<file path="src/rtl/wsfe_pkg.sv">
// Shared types, constants and helper functions of the WebSocket frame encoder.
package wsfe_pkg;

  localparam int QDEPTH   = 4;
  localparam int QPTR_W   = $clog2(QDEPTH);
  localparam int CFG_IDX_W = 8;

  localparam logic [CFG_IDX_W-1:0] CFG_MASK_ENABLE = 8'd0;
  localparam logic [CFG_IDX_W-1:0] CFG_MAX_FRAME   = 8'd1;

  localparam logic [31:0] MAX_FRAME_RESET   = 32'd8192;
  localparam logic [31:0] MASK_KEY_ZERO_SUB = 32'h5555_5555;
  localparam logic [7:0]  FIN_BIT           = 8'h80;
  localparam logic [31:0] LEN7_MAX          = 32'd125;
  localparam logic [31:0] LEN16_MAX         = 32'd65535;
  localparam logic [6:0]  LEN_CODE_16       = 7'd126;
  localparam logic [6:0]  LEN_CODE_64       = 7'd127;

  localparam logic REQ_START   = 1'b0;
  localparam logic REQ_PAYLOAD = 1'b1;

  localparam logic [1:0] KIND_HDR  = 2'd0;
  localparam logic [1:0] KIND_PAY  = 2'd1;
  localparam logic [1:0] KIND_NONE = 2'd2;

  typedef enum logic [1:0] {
    CMD_HDR,
    CMD_PAY,
    CMD_ERR
  } cmd_kind_t;

  typedef enum logic [1:0] {
    LEN_7,
    LEN_16,
    LEN_64
  } len_sel_t;

  typedef struct packed {
    logic        req_type;
    logic [3:0]  opcode;
    logic [31:0] payload_len;
    logic [31:0] mask_key;
    logic [7:0]  data_byte;
  } in_item_t;

  typedef struct packed {
    logic [7:0] out_byte;
    logic [1:0] byte_kind;
    logic       error_too_long;
    logic       run_last;
    logic       frame_end;
  } out_item_t;

  // One queued job: a header burst, a finished payload byte or a refusal.
  typedef struct packed {
    cmd_kind_t   kind;
    logic [3:0]  opcode;
    len_sel_t    len_sel;
    logic        mask;
    logic [31:0] plen;
    logic [31:0] key;
    logic [7:0]  data;
    logic        fend;
  } cmd_t;

  typedef struct packed {
    logic full;
    logic head_valid;
  } q_stat_t;

  // Byte idx of a 32-bit word, most significant first.
  function automatic logic [7:0] key_byte(input logic [31:0] w, input logic [1:0] idx);
    logic [7:0] b;
    case (idx)
      2'd0:    b = w[31:24];
      2'd1:    b = w[23:16];
      2'd2:    b = w[15:8];
      default: b = w[7:0];
    endcase
    return b;
  endfunction

  function automatic logic [3:0] ext_len(input len_sel_t sel);
    logic [3:0] n;
    unique case (sel)
      LEN_16:  n = 4'd2;
      LEN_64:  n = 4'd8;
      default: n = 4'd0;
    endcase
    return n;
  endfunction

endpackage

</file>
<file path="src/rtl/wsfe_front.sv">
// Front end: configuration registers, frame state and classification of input words.
module wsfe_front import wsfe_pkg::*; (
  input  logic                 clk,
  input  logic                 rst_n,
  input  logic                 in_valid,
  output logic                 in_stall,
  input  in_item_t             in_data,
  input  logic                 cfg_valid,
  output logic                 cfg_ready,
  input  logic [CFG_IDX_W-1:0] cfg_index,
  input  logic [31:0]          cfg_data,
  input  q_stat_t              q_stat,
  output logic                 q_push,
  output cmd_t                 q_cmd
);

  logic        mask_en_r, mask_en_nxt;
  logic [31:0] max_r, max_nxt;
  logic [31:0] rem_r, rem_nxt;
  logic [31:0] key_r, key_nxt;
  logic [1:0]  phase_r, phase_nxt;
  logic        open_r, open_nxt;

  logic        accept;
  logic        gt125, gt65535;
  logic [3:0]  extra;
  logic [32:0] total;
  logic        too_long;
  logic [31:0] eff_key;
  len_sel_t    len_sel;

  assign cfg_ready = 1'b1;
  assign in_stall  = q_stat.full;
  assign accept    = in_valid && !q_stat.full;

  always_comb begin
    mask_en_nxt = mask_en_r;
    max_nxt     = max_r;
    if (cfg_valid) begin
      case (cfg_index)
        CFG_MASK_ENABLE: mask_en_nxt = cfg_data[0];
        CFG_MAX_FRAME:   max_nxt     = cfg_data;
        default: ;
      endcase
    end
  end

  always_comb begin
    gt125   = in_data.payload_len > LEN7_MAX;
    gt65535 = in_data.payload_len > LEN16_MAX;
    extra   = 4'd2 + (gt125 ? 4'd2 : 4'd0) + (gt65535 ? 4'd6 : 4'd0)
              + (mask_en_r ? 4'd4 : 4'd0);
    total    = {1'b0, in_data.payload_len} + {29'd0, extra};
    too_long = total >= {1'b0, max_r};
    eff_key  = (in_data.mask_key == 32'd0) ? MASK_KEY_ZERO_SUB : in_data.mask_key;
    len_sel  = gt65535 ? LEN_64 : (gt125 ? LEN_16 : LEN_7);

    rem_nxt   = rem_r;
    key_nxt   = key_r;
    phase_nxt = phase_r;
    open_nxt  = open_r;
    q_push    = 1'b0;

    q_cmd.kind    = CMD_HDR;
    q_cmd.opcode  = in_data.opcode;
    q_cmd.len_sel = len_sel;
    q_cmd.mask    = mask_en_r;
    q_cmd.plen    = in_data.payload_len;
    q_cmd.key     = eff_key;
    q_cmd.data    = in_data.data_byte ^ key_byte(key_r, phase_r);
    q_cmd.fend    = (rem_r == 32'd1);

    if (accept) begin
      if (in_data.req_type == REQ_START) begin
        q_push = 1'b1;
        phase_nxt = 2'd0;
        if (too_long) begin
          q_cmd.kind = CMD_ERR;
          open_nxt   = 1'b0;
          rem_nxt    = 32'd0;
          key_nxt    = 32'd0;
        end else begin
          q_cmd.kind = CMD_HDR;
          q_cmd.fend = (in_data.payload_len == 32'd0);
          key_nxt    = mask_en_r ? eff_key : 32'd0;
          rem_nxt    = in_data.payload_len;
          open_nxt   = (in_data.payload_len != 32'd0);
        end
      end else if (open_r && rem_r != 32'd0) begin
        q_push     = 1'b1;
        q_cmd.kind = CMD_PAY;
        rem_nxt    = rem_r - 32'd1;
        phase_nxt  = phase_r + 2'd1;
        if (rem_r == 32'd1) open_nxt = 1'b0;
      end else begin
        open_nxt = 1'b0;
      end
    end
  end

  always_ff @(posedge clk) begin
    if (!rst_n) begin
      mask_en_r <= 1'b0;
      max_r     <= MAX_FRAME_RESET;
      rem_r     <= 32'd0;
      key_r     <= 32'd0;
      phase_r   <= 2'd0;
      open_r    <= 1'b0;
    end else begin
      mask_en_r <= mask_en_nxt;
      max_r     <= max_nxt;
      rem_r     <= rem_nxt;
      key_r     <= key_nxt;
      phase_r   <= phase_nxt;
      open_r    <= open_nxt;
    end
  end

endmodule

</file>
<file path="src/rtl/wsfe_queue.sv">
// Short command queue between the front end and the byte sequencer.
module wsfe_queue import wsfe_pkg::*; (
  input  logic    clk,
  input  logic    rst_n,
  input  logic    push,
  input  cmd_t    push_cmd,
  input  logic    pop,
  output cmd_t    head_cmd,
  output q_stat_t stat
);

  cmd_t              mem_r [QDEPTH];
  logic [QPTR_W-1:0] wr_ptr_r, wr_ptr_nxt;
  logic [QPTR_W-1:0] rd_ptr_r, rd_ptr_nxt;
  logic [QPTR_W:0]   count_r, count_nxt;
  logic              do_pop;

  assign head_cmd        = mem_r[rd_ptr_r];
  assign stat.full       = (count_r == (QPTR_W+1)'(QDEPTH));
  assign stat.head_valid = (count_r != '0);
  assign do_pop          = pop && stat.head_valid;

  always_comb begin
    wr_ptr_nxt = push ? wr_ptr_r + 1'b1 : wr_ptr_r;
    rd_ptr_nxt = do_pop ? rd_ptr_r + 1'b1 : rd_ptr_r;
    count_nxt  = count_r + (QPTR_W+1)'(push) - (QPTR_W+1)'(do_pop);
  end

  always_ff @(posedge clk) begin
    if (push) mem_r[wr_ptr_r] <= push_cmd;
  end

  always_ff @(posedge clk) begin
    if (!rst_n) begin
      wr_ptr_r <= '0;
      rd_ptr_r <= '0;
      count_r  <= '0;
    end else begin
      wr_ptr_r <= wr_ptr_nxt;
      rd_ptr_r <= rd_ptr_nxt;
      count_r  <= count_nxt;
    end
  end

endmodule

</file>
<file path="src/rtl/wsfe_back.sv">
// Back end: expands queued commands into frame bytes and holds the output register.
module wsfe_back import wsfe_pkg::*; (
  input  logic      clk,
  input  logic      rst_n,
  input  q_stat_t   q_stat,
  input  cmd_t      head_cmd,
  output logic      q_pop,
  output logic      out_valid,
  input  logic      out_stall,
  output out_item_t out_data
);

  logic       out_valid_r, out_valid_nxt;
  out_item_t  out_data_r, out_data_nxt;
  logic [3:0] idx_r, idx_nxt;

  logic       load;
  logic [3:0] ext_n;
  logic [3:0] hdr_n;
  logic [3:0] j;
  logic [3:0] k;
  logic [6:0] code;
  logic [7:0] hbyte;
  logic       hdr_last;

  assign out_valid = out_valid_r;
  assign out_data  = out_data_r;
  assign load      = !out_valid_r || !out_stall;

  always_comb begin
    ext_n    = ext_len(head_cmd.len_sel);
    hdr_n    = 4'd2 + ext_n + (head_cmd.mask ? 4'd4 : 4'd0);
    hdr_last = (idx_r == hdr_n - 4'd1);
    j        = idx_r - 4'd2;
    k        = idx_r - 4'd2 - ext_n;
    unique case (head_cmd.len_sel)
      LEN_16:  code = LEN_CODE_16;
      LEN_64:  code = LEN_CODE_64;
      default: code = head_cmd.plen[6:0];
    endcase

    if (idx_r == 4'd0) begin
      hbyte = FIN_BIT | {4'd0, head_cmd.opcode};
    end else if (idx_r == 4'd1) begin
      hbyte = {head_cmd.mask, code};
    end else if (idx_r < 4'd2 + ext_n) begin
      if (head_cmd.len_sel == LEN_16) begin
        hbyte = j[0] ? head_cmd.plen[7:0] : head_cmd.plen[15:8];
      end else begin
        // upper four length bytes are zero, then the length msb first
        hbyte = (j < 4'd4) ? 8'd0 : key_byte(head_cmd.plen, j[1:0]);
      end
    end else begin
      hbyte = key_byte(head_cmd.key, k[1:0]);
    end

    out_valid_nxt = out_valid_r;
    out_data_nxt  = out_data_r;
    idx_nxt       = idx_r;
    q_pop         = 1'b0;

    if (load) begin
      out_valid_nxt = q_stat.head_valid;
      if (q_stat.head_valid) begin
        unique case (head_cmd.kind)
          CMD_PAY: begin
            q_pop = 1'b1;
            out_data_nxt = '{out_byte: head_cmd.data, byte_kind: KIND_PAY,
                             error_too_long: 1'b0, run_last: 1'b1,
                             frame_end: head_cmd.fend};
          end
          CMD_ERR: begin
            q_pop = 1'b1;
            out_data_nxt = '{out_byte: 8'd0, byte_kind: KIND_NONE,
                             error_too_long: 1'b1, run_last: 1'b1,
                             frame_end: 1'b0};
          end
          default: begin
            q_pop   = hdr_last;
            idx_nxt = hdr_last ? 4'd0 : idx_r + 4'd1;
            out_data_nxt = '{out_byte: hbyte, byte_kind: KIND_HDR,
                             error_too_long: 1'b0, run_last: hdr_last,
                             frame_end: hdr_last && head_cmd.fend};
          end
        endcase
      end
    end
  end

  always_ff @(posedge clk) begin
    if (!rst_n) begin
      out_valid_r <= 1'b0;
      idx_r       <= 4'd0;
    end else begin
      out_valid_r <= out_valid_nxt;
      idx_r       <= idx_nxt;
    end
  end

  always_ff @(posedge clk) begin
    out_data_r <= out_data_nxt;
  end

endmodule

</file>
<file path="src/rtl/websocket_frame_encoder.sv">
// Top level of the WebSocket frame encoder: front end, command queue and byte sequencer.
//
// Usage:
//   Input channel (in_valid / in_stall / in_data): a frame-start word carries opcode,
//   payload length and mask key; a payload word carries one raw byte. A word is taken
//   at a clock edge with in_valid high and in_stall low.
//   Output channel (out_valid / out_stall / out_data): one frame byte per word, header
//   bytes first, then masked payload bytes; a refused frame gives one error word.
//   Config channel (cfg_valid / cfg_ready / cfg_index / cfg_data): index 0 is
//   mask_enable, index 1 is max_frame_bytes; cfg_ready is always high. Write only
//   while the block is idle.
// Timing:
//   A word taken is written into the command queue, and its first result is then loaded
//   into the output register. Payload words stream at one per cycle while out_stall is
//   low. A frame start gives 2 to 14 header bytes, one per cycle in the byte sequencer;
//   the front end keeps taking words meanwhile until the four-entry command queue fills.
// Reset (rst_n low, synchronous): no frame open, masking off, max_frame_bytes 8192,
//   queue and output register empty.
// Stall: while out_stall is high the output word holds; the queue absorbs up to four
//   more input words, then in_stall rises.
module websocket_frame_encoder import wsfe_pkg::*; (
  input  logic                 clk,
  input  logic                 rst_n,
  input  logic                 in_valid,
  output logic                 in_stall,
  input  in_item_t             in_data,
  output logic                 out_valid,
  input  logic                 out_stall,
  output out_item_t            out_data,
  input  logic                 cfg_valid,
  output logic                 cfg_ready,
  input  logic [CFG_IDX_W-1:0] cfg_index,
  input  logic [31:0]          cfg_data
);

  q_stat_t q_stat;
  logic    q_push;
  cmd_t    q_cmd;
  logic    q_pop;
  cmd_t    head_cmd;

  // classify input words and keep frame state (length left, key, phase)
  wsfe_front u_front (
    .clk       (clk),
    .rst_n     (rst_n),
    .in_valid  (in_valid),
    .in_stall  (in_stall),
    .in_data   (in_data),
    .cfg_valid (cfg_valid),
    .cfg_ready (cfg_ready),
    .cfg_index (cfg_index),
    .cfg_data  (cfg_data),
    .q_stat    (q_stat),
    .q_push    (q_push),
    .q_cmd     (q_cmd)
  );

  // decouple the two sides so a long header burst does not hold the input
  wsfe_queue u_queue (
    .clk      (clk),
    .rst_n    (rst_n),
    .push     (q_push),
    .push_cmd (q_cmd),
    .pop      (q_pop),
    .head_cmd (head_cmd),
    .stat     (q_stat)
  );

  // drain commands into bytes, one output word per cycle while out_stall is low
  wsfe_back u_back (
    .clk       (clk),
    .rst_n     (rst_n),
    .q_stat    (q_stat),
    .head_cmd  (head_cmd),
    .q_pop     (q_pop),
    .out_valid (out_valid),
    .out_stall (out_stall),
    .out_data  (out_data)
  );

`ifndef NO_ASSERTIONS
  a_no_push_full: assert property (@(posedge clk) disable iff (!rst_n)
    q_push |-> !q_stat.full)
    else $error("command pushed into full queue");

  a_pop_needs_head: assert property (@(posedge clk) disable iff (!rst_n)
    q_pop |-> q_stat.head_valid)
    else $error("command popped from empty queue");

  a_err_shape: assert property (@(posedge clk) disable iff (!rst_n)
    (out_valid && out_data.error_too_long) |->
      (out_data.run_last && out_data.byte_kind == KIND_NONE && !out_data.frame_end))
    else $error("malformed refusal word");

  a_fend_last: assert property (@(posedge clk) disable iff (!rst_n)
    (out_valid && out_data.frame_end) |-> out_data.run_last)
    else $error("frame end on a word that is not the last of its input");
`endif

endmodule
</file>
<file path="config.mk">
export PLATFORM = sky130hd
export DESIGN_NAME = websocket_frame_encoder
export DESIGN_NICKNAME = d
export VERILOG_FILES = /design/src/rtl/wsfe_pkg.sv /design/src/rtl/wsfe_front.sv /design/src/rtl/wsfe_queue.sv /design/src/rtl/wsfe_back.sv /design/src/rtl/websocket_frame_encoder.sv
export SDC_FILE = /design/constraint.sdc
export NUM_CORES = 1
export LEC_CHECK = 0
export BUFFER_PORTS_ARGS = -buffer_cell sky130_fd_sc_hd__buf_2
export CORE_MARGIN = 1.5
export CORE_UTILIZATION = 30
export DETAILED_ROUTE_END_ITERATION = 12
export GPL_ROUTABILITY_DRIVEN = 1
export GPL_TIMING_DRIVEN = 0
export PLACE_DENSITY = 0.42
export RECOVER_POWER = 50
export REMOVE_ABC_BUFFERS = 1
export SLEW_MARGIN = 25
export SYNTH_ARGS = -nofsm -noshare
export SYNTH_HDL_FRONTEND = slang
export SYNTH_SLANG_ARGS = --single-unit
</file>
<file path="constraint.sdc">
create_clock -name clk -period 15.1 [get_ports clk]
set_input_delay 3.02 -clock clk [delete_from_list [all_inputs] [get_ports clk]]
set_output_delay 3.02 -clock clk [all_outputs]
set_load 0.02 [all_outputs]
</file>
Yosys cells after proc, flatten, opt, wreduce, memory -nomap -nowiden. Memories as Yosys holds them, arrays and structs flattened. A register that Yosys moved wholly into a read port is not among the register bits. Cells that the tools add are included.

Register bits after elaboration: 125. Memory bits (writable): 328. Input bits: 122. Output and inout port bits: 16. Memories kept: 1.

Memory list: u_queue.mem_r (words 4, bits a word 82, rd ports 1, clocked after memory_dff 1, wr ports 1, RTL line wsfe_queue.sv:12) `cmd_t mem_r [QDEPTH];`.

Add/subtract/negate cells: 16. $lt $le $gt $ge: 5. Equality and inequality tests: 17. Muxes and demuxes: 48. Bitwise operators: 3. Reduce and logical (&&, ||, !) cells: 26.

Operator list (number): $mux 32 (6); $pmux 8 s3 (3); $logic_not 32->1 (2); $reduce_bool 32->1 (2); $mux 8 (6); $add 32x4->33 (1); $ge 33x32->1 (1); $eq 32x1->1 const B (1); $gt 32x16->1 const B (1); $gt 32x7->1 const B (1); $sub 32x1->32 const B (1); $pmux 13 s2 (1); $mux 2 (9); $mux 1 (17); $pmux 7 s2 (1); $add 4x4->4 (3); $reduce_and 2->1 (6); $eq 2x1->1 const B (5); $eq 2x2->1 const B (5); $mux 3 (3); $add 2x4->4 const A (2); $eq 8x1->1 const B (1); $logic_not 8->1 (1); $pmux 4 s2 (1); 25 further kinds (35).

Logic depth before layout (Yosys ltp).
Depth after elaboration: 12. Depth in mapped cells: 25. Gate-level depth less buffers: 20.

Modules after synthesis. From an unflattened synthesis, not the netlist that was laid out.

Cells, all modules: 1548. Area, all modules: 21079.0 um2.

Modules (own cells, without submodules): wsfe_queue (times used 1, cells an instance 473, area an instance 12390.6 um2, sequential area each 10029.6 um2); wsfe_front (times used 1, cells an instance 883, area an instance 6842.8 um2, sequential area each 2001.9 um2); wsfe_back (times used 1, cells an instance 192, area an instance 1845.5 um2, sequential area each 460.4 um2).

Worst setup path before layout. OpenSTA, ideal clock, no wires.

Path type: input -> register. From: input port in_data[63] (netlist bit). To: register u_front.rem_r[1]. Setup time: 0.095 ns. Arrival: 8.170 ns. Path slack: 6.835 ns. Cell stages on the path: 21. Buffers on the path: 2. Path through: clkbuf_1 > nor4_1 > nand4_1 > nor2_1 > o21ai_0 > ha_1 > xnor2_1 > ha_1 > a21oi_1 > a2111oi_0 > and2_1 > nand4_1 > xnor2_1 > ha_1 > and2_1 > a221o_1 > a221o_1 > a2111oi_0 > clkbuf_1 > nand3_1 > a221oi_1.

Longest elaborated chain between the ends: 9.

RTL lines: start, declared (RTL line websocket_frame_encoder.sv:26) `input in_item_t in_data,`; $gt 32x7->1 (RTL line wsfe_front.sv:49) `gt125 = in_data.payload_len > LEN7_MAX;`; $mux 2 (RTL line wsfe_front.sv:51) `extra = 4'd2 + (gt125 ? 4'd2 : 4'd0) + (gt65535 ? 4'd6 : 4'd0)`; $add 2x4->4 (RTL line wsfe_front.sv:51); $add 4x4->4 (RTL line wsfe_front.sv:51); $add 4x4->4 (RTL line wsfe_front.sv:52) `+ (mask_en_r ? 4'd4 : 4'd0);`; $add 32x4->33 * (RTL line wsfe_front.sv:53) `total = {1'b0, in_data.payload_len} + {29'd0, extra};`; $ge 33x32->1 * (RTL line wsfe_front.sv:54) `too_long = total >= {1'b0, max_r};`; $mux 32 * (RTL line wsfe_front.sv:77) `if (too_long) begin`; $mux 32 * (RTL line wsfe_front.sv:74) `if (in_data.req_type == REQ_START) begin`; end signal, assigned (RTL line wsfe_front.sv:112) `rem_r <= rem_nxt;`; end, declared (RTL line wsfe_front.sv:19) `logic [31:0] rem_r, rem_nxt;`.

Mark *: on every way between the ends. The rest lies on a longest branch, timed or not. A chain may end at the register's enable or synchronous reset.

Final worst setup path.
From: input port in_data[58] (netlist bit). To: register u_front.rem_r[8].

Same word-level chain as after synthesis.

==> impl_metrics.json <==
{
  "die_area_sq_um": 70200,
  "final_antenna_net_count": 0,
  "drt_iter0_markers": 868,
  "cp-endpoint": "u_front.rem_r[8]",
  "dr_total_vias": 13258,
  "worst-path-stages": 21,
  "netlist.area_leader.share": 0.496,
  "critPathLaunch": "in_data[58]",
  "ys_seq_area_frac": 0.607,
  "status": "complete, but fails checks",
  "setup_ws_ns": 5.33,
  "worstPathCellList": "clkbuf_1 > nor4_1 > nand4_1 > nor2_1 > o21ai_0 > ha_1 > ha_1 > fa_1 > a21oi_1 > nor4_1 > and2_1 > nand3_1 > xnor2_1 > ha_1 > and2_1 > a221o_1 > a221o_1 > a2111oi_2 > buf_2 > nand2_1 > o32ai_1",
  "die_h_um": 265,
  "seqPwrFrac": 0.428,
  "numCtsBuffers": 51,
  "cts-hold-fix-buffers": 0,
  "layout.cells.non_filler": 2551,
  "period_needed_ns": 9.77,
  "fp.dieW_um": 265,
  "synth_seq_cells": 454,
  "timing.slew.headroom": -0.606,
  "critPathMaxStageDelay_ns": 0.76,
  "critPathLaunchType": "primary input",
  "cp_slowest_cell": "a2111oi_2",
  "grt_pass1_vias": 13643,
  "finClkSkew_ns": 0.0416,
  "hold_viol_final": 0,
  "detail_route.drc_violations": 0,
  "crit_top_cell": "ha_1",
  "peakVddDrop_mv": 0.0832,
  "cp_data_required_time_ns": 15.55,
  "routed_wl_um": 59000,
  "grt_max_degree": 55,
  "hold_depth": 2,
  "switching_share": 0.300,
  "hold_path.class": "reg2reg",
  "postCtsResizedCells": 0,
  "critPathTopFamily": "simple AND/OR/NAND/NOR gates",
  "end_kind": "register",
  "power.switching_mw": 1.06,
  "cts_tree": "done",
  "numPortBuffers": 136,
  "power_mw": 3.53,
  "grt_pass1_wl_um": 88000,
  "core_sq_um": 67500,
  "setup-violations-final": 0,
  "power_density_nw_per_um2": 148,
  "start_util": 0.305,
  "tightestPinTransition_ns": 2.40,
  "drive_above_1_share": 0.169,
  "synth_common_cells": "340 x edfxtp_1, 114 x dfxtp_1, 113 x nand2_1",
  "rr_worst_depth": 15,
  "antenna_found_initial": 0,
  "yosysWarnings": 0,
  "post_cts_buffers": 0,
  "comb_power_share": 0.228,
  "rsz0062_at_grt": "no",
  "slew_violations": 129,
  "synth.most_common_cell": "edfxtp_1",
  "r2r_setup_slack_ns": 8.35,
  "clockRootBuffer": "clkbuf_16",
  "violations": "max-capacitance violations, max-slew violations",
  "grt_overflow": 0,
  "cp_max_fo": 10,
  "drt_first_pass_iters": 5,
  "wl_per_cell_um": 23.1,
  "finalCritPeriodShare": 0.647,
  "syn_inst": 1533,
  "worstSkewPairLatency_ns": 0.63,
  "rows": 95,
  "clockBufferDepth": 3,
  "dp_slack_ns": 4.99,
  "postSynth.asyncResetShare": 0,
  "routed_via_density": 5.20,
  "dp_cells": 2454,
  "syn_area_sq_um": 20600,
  "ios": 138,
  "synth_top_area_cell": "edfxtp_1",
  "synth_cell_type_count": 72,
  "reg2reg_to": "u_queue.count_r[2]",
  "p_leak_nw": 7.91,
  "arrival_ns": 10.23,
  "synth_top_cells_by_area": "edfxtp_1 50%, dfxtp_1 11%, mux4_2 9.6%, ha_1 4.0%, a21oi_1 2.5%",
  "cts.sinks": 454,
  "gp_congestion": 0.795,
  "critPathKind": "in2reg",
  "track_usage": 0.167,
  "dp_hpwl_um": 39800,
  "clockPowerShare": 0.343,
  "path_buf_inv": 2,
  "cts_max_level": 2,
  "max_freq_mhz": 102,
  "maxCapViolations": 3,
  "avgSynthCellArea_sq_um": 13.4,
  "ys.flop_type": "edfxtp_1",
  "syn_to_final_growth_pct": 16.1,
  "clkTransAtPathRegs_ns": 0.06,
  "synth-edff-count": 340,
  "nets": 1823,
  "intPower_mw": 2.47
}
-- cells in the final DEF (no fill, tap or decap), types with 8 or more instances in the layout --
cell,Yosys,layout
edfxtp_1,340,340
nand2_1,113,112
dfxtp_1,114,112
a21oi_1,104,104
clkbuf_1,85,93
mux4_2,88,88
ha_1,65,65
buf_2,13,62
inv_1,60,60
nor2_1,58,57
clkbuf_16,0,51
nand3_1,48,48
o21ai_0,47,47
a22o_1,34,34
xnor2_1,32,32
nor4_1,27,27
xor2_1,27,27
nand4_1,23,23
a31oi_1,17,17
nor3_1,16,15
o211ai_1,13,13
or2_2,18,13
or4_1,10,10
and2_1,15,10
clkbuf_8,0,10
mux2i_1,9,9
a21o_1,9,9
clkinv_2,0,9
nand2b_1,8,8
and4_1,9,8
a222oi_1,8,8
-- cells by family after synthesis --
kind of cell	synth area share
fa+ha+maj	0.0415
mux	0.104
other cells	0.000182
xor+xnor	0.0251
flops	0.607
buf+inv	0.0329
simple gates	0.0931
compound gates	0.0965
-- routing by layer --
layer,share of wire,vias up,GRT usage
met5,0,-,0
met4,0.024,0,0.0528
met3,0.045,78,0.0245
met2,0.48,346,0.276
met1,0.45,6729,0.227
li1,-,6105,-
-- sequential cells by signal (all words and copies together) (netlist names), named ones only --
register and flops:
u_back.out_data 12, u_front.open_r 1, u_queue.wr_ptr_r 2, u_front.max_r 32
u_queue.rd_ptr_r 2, u_queue.count_r 3, u_queue.mem_r 328, u_front.rem_r 32
u_back.out_valid 1, u_front.key_r 32, u_back.idx_r 4, u_front.phase_r 2
u_front.mask_en_r 1
-- worst min path at each step --
stage | start | to | slack, ns
after floorplan | u_front.max_r[10] | u_front.max_r[10] | 0.44
after global placement | u_front.max_r[21] | u_front.max_r[21] | 0.45
after detailed placement | u_front.max_r[19] | u_front.max_r[19] | 0.45
after CTS | u_front.max_r[19] | u_front.max_r[19] | 0.46
final | u_front.max_r[19] | u_front.max_r[19] | 0.45
after global routing | u_front.max_r[4] | u_front.max_r[4] | 0.47
-- layout make-up --
class / count / area (sq um)
inverter: 62 / 234
clock buffer: 75 / 1470
antenna: 1 / 2.50
multi-input combinational: 909 / 7480
tap: 873 / 1090
timing repair buffer: 156 / 935
clock inverter: 21 / 190
sequential: 454 / 12500
fill: 6659 / 43600
-- power groups by stage --
stage	clock [mW]	combinational [mW]	sequential, mW
4_1_cts	1.25	0.833	1.51
3_5_place_dp	0	0.830	1.54
2_1_floorplan	0	0.474	1.58
3_3_place_gp	0	0.771	1.60
5_1_grt	1.30	0.878	1.52
6_report	1.21	0.805	1.51
-- per-stage QoR --
stage	hold slack, ns	setup TNS (ns)	instance area, sq um	util
3_3_place_gp	0.447	-13.55	21900	0.325
6_report	0.452	0	23900	0.354
5_1_grt	0.474	0	23900	0.354
2_1_floorplan	0.436	0	20100	-
3_5_place_dp	0.448	0	22400	0.331
4_1_cts	0.455	0	24000	0.356
-- worst reg2reg max path, delay by kind of cell (launching register included) --
| kind | cells | cell delay, ns |
|---|---|---|
| buf+inv | 4 | 1.95 |
| fa+ha+maj | 5 | 1.79 |
| flops | 1 | 0.88 |
| mux | 1 | 0.57 |
| compound gates | 1 | 0.53 |
| simple gates | 2 | 0.52 |
| xor+xnor | 2 | 0.31 |
Power figures use the tool's default switching activity.
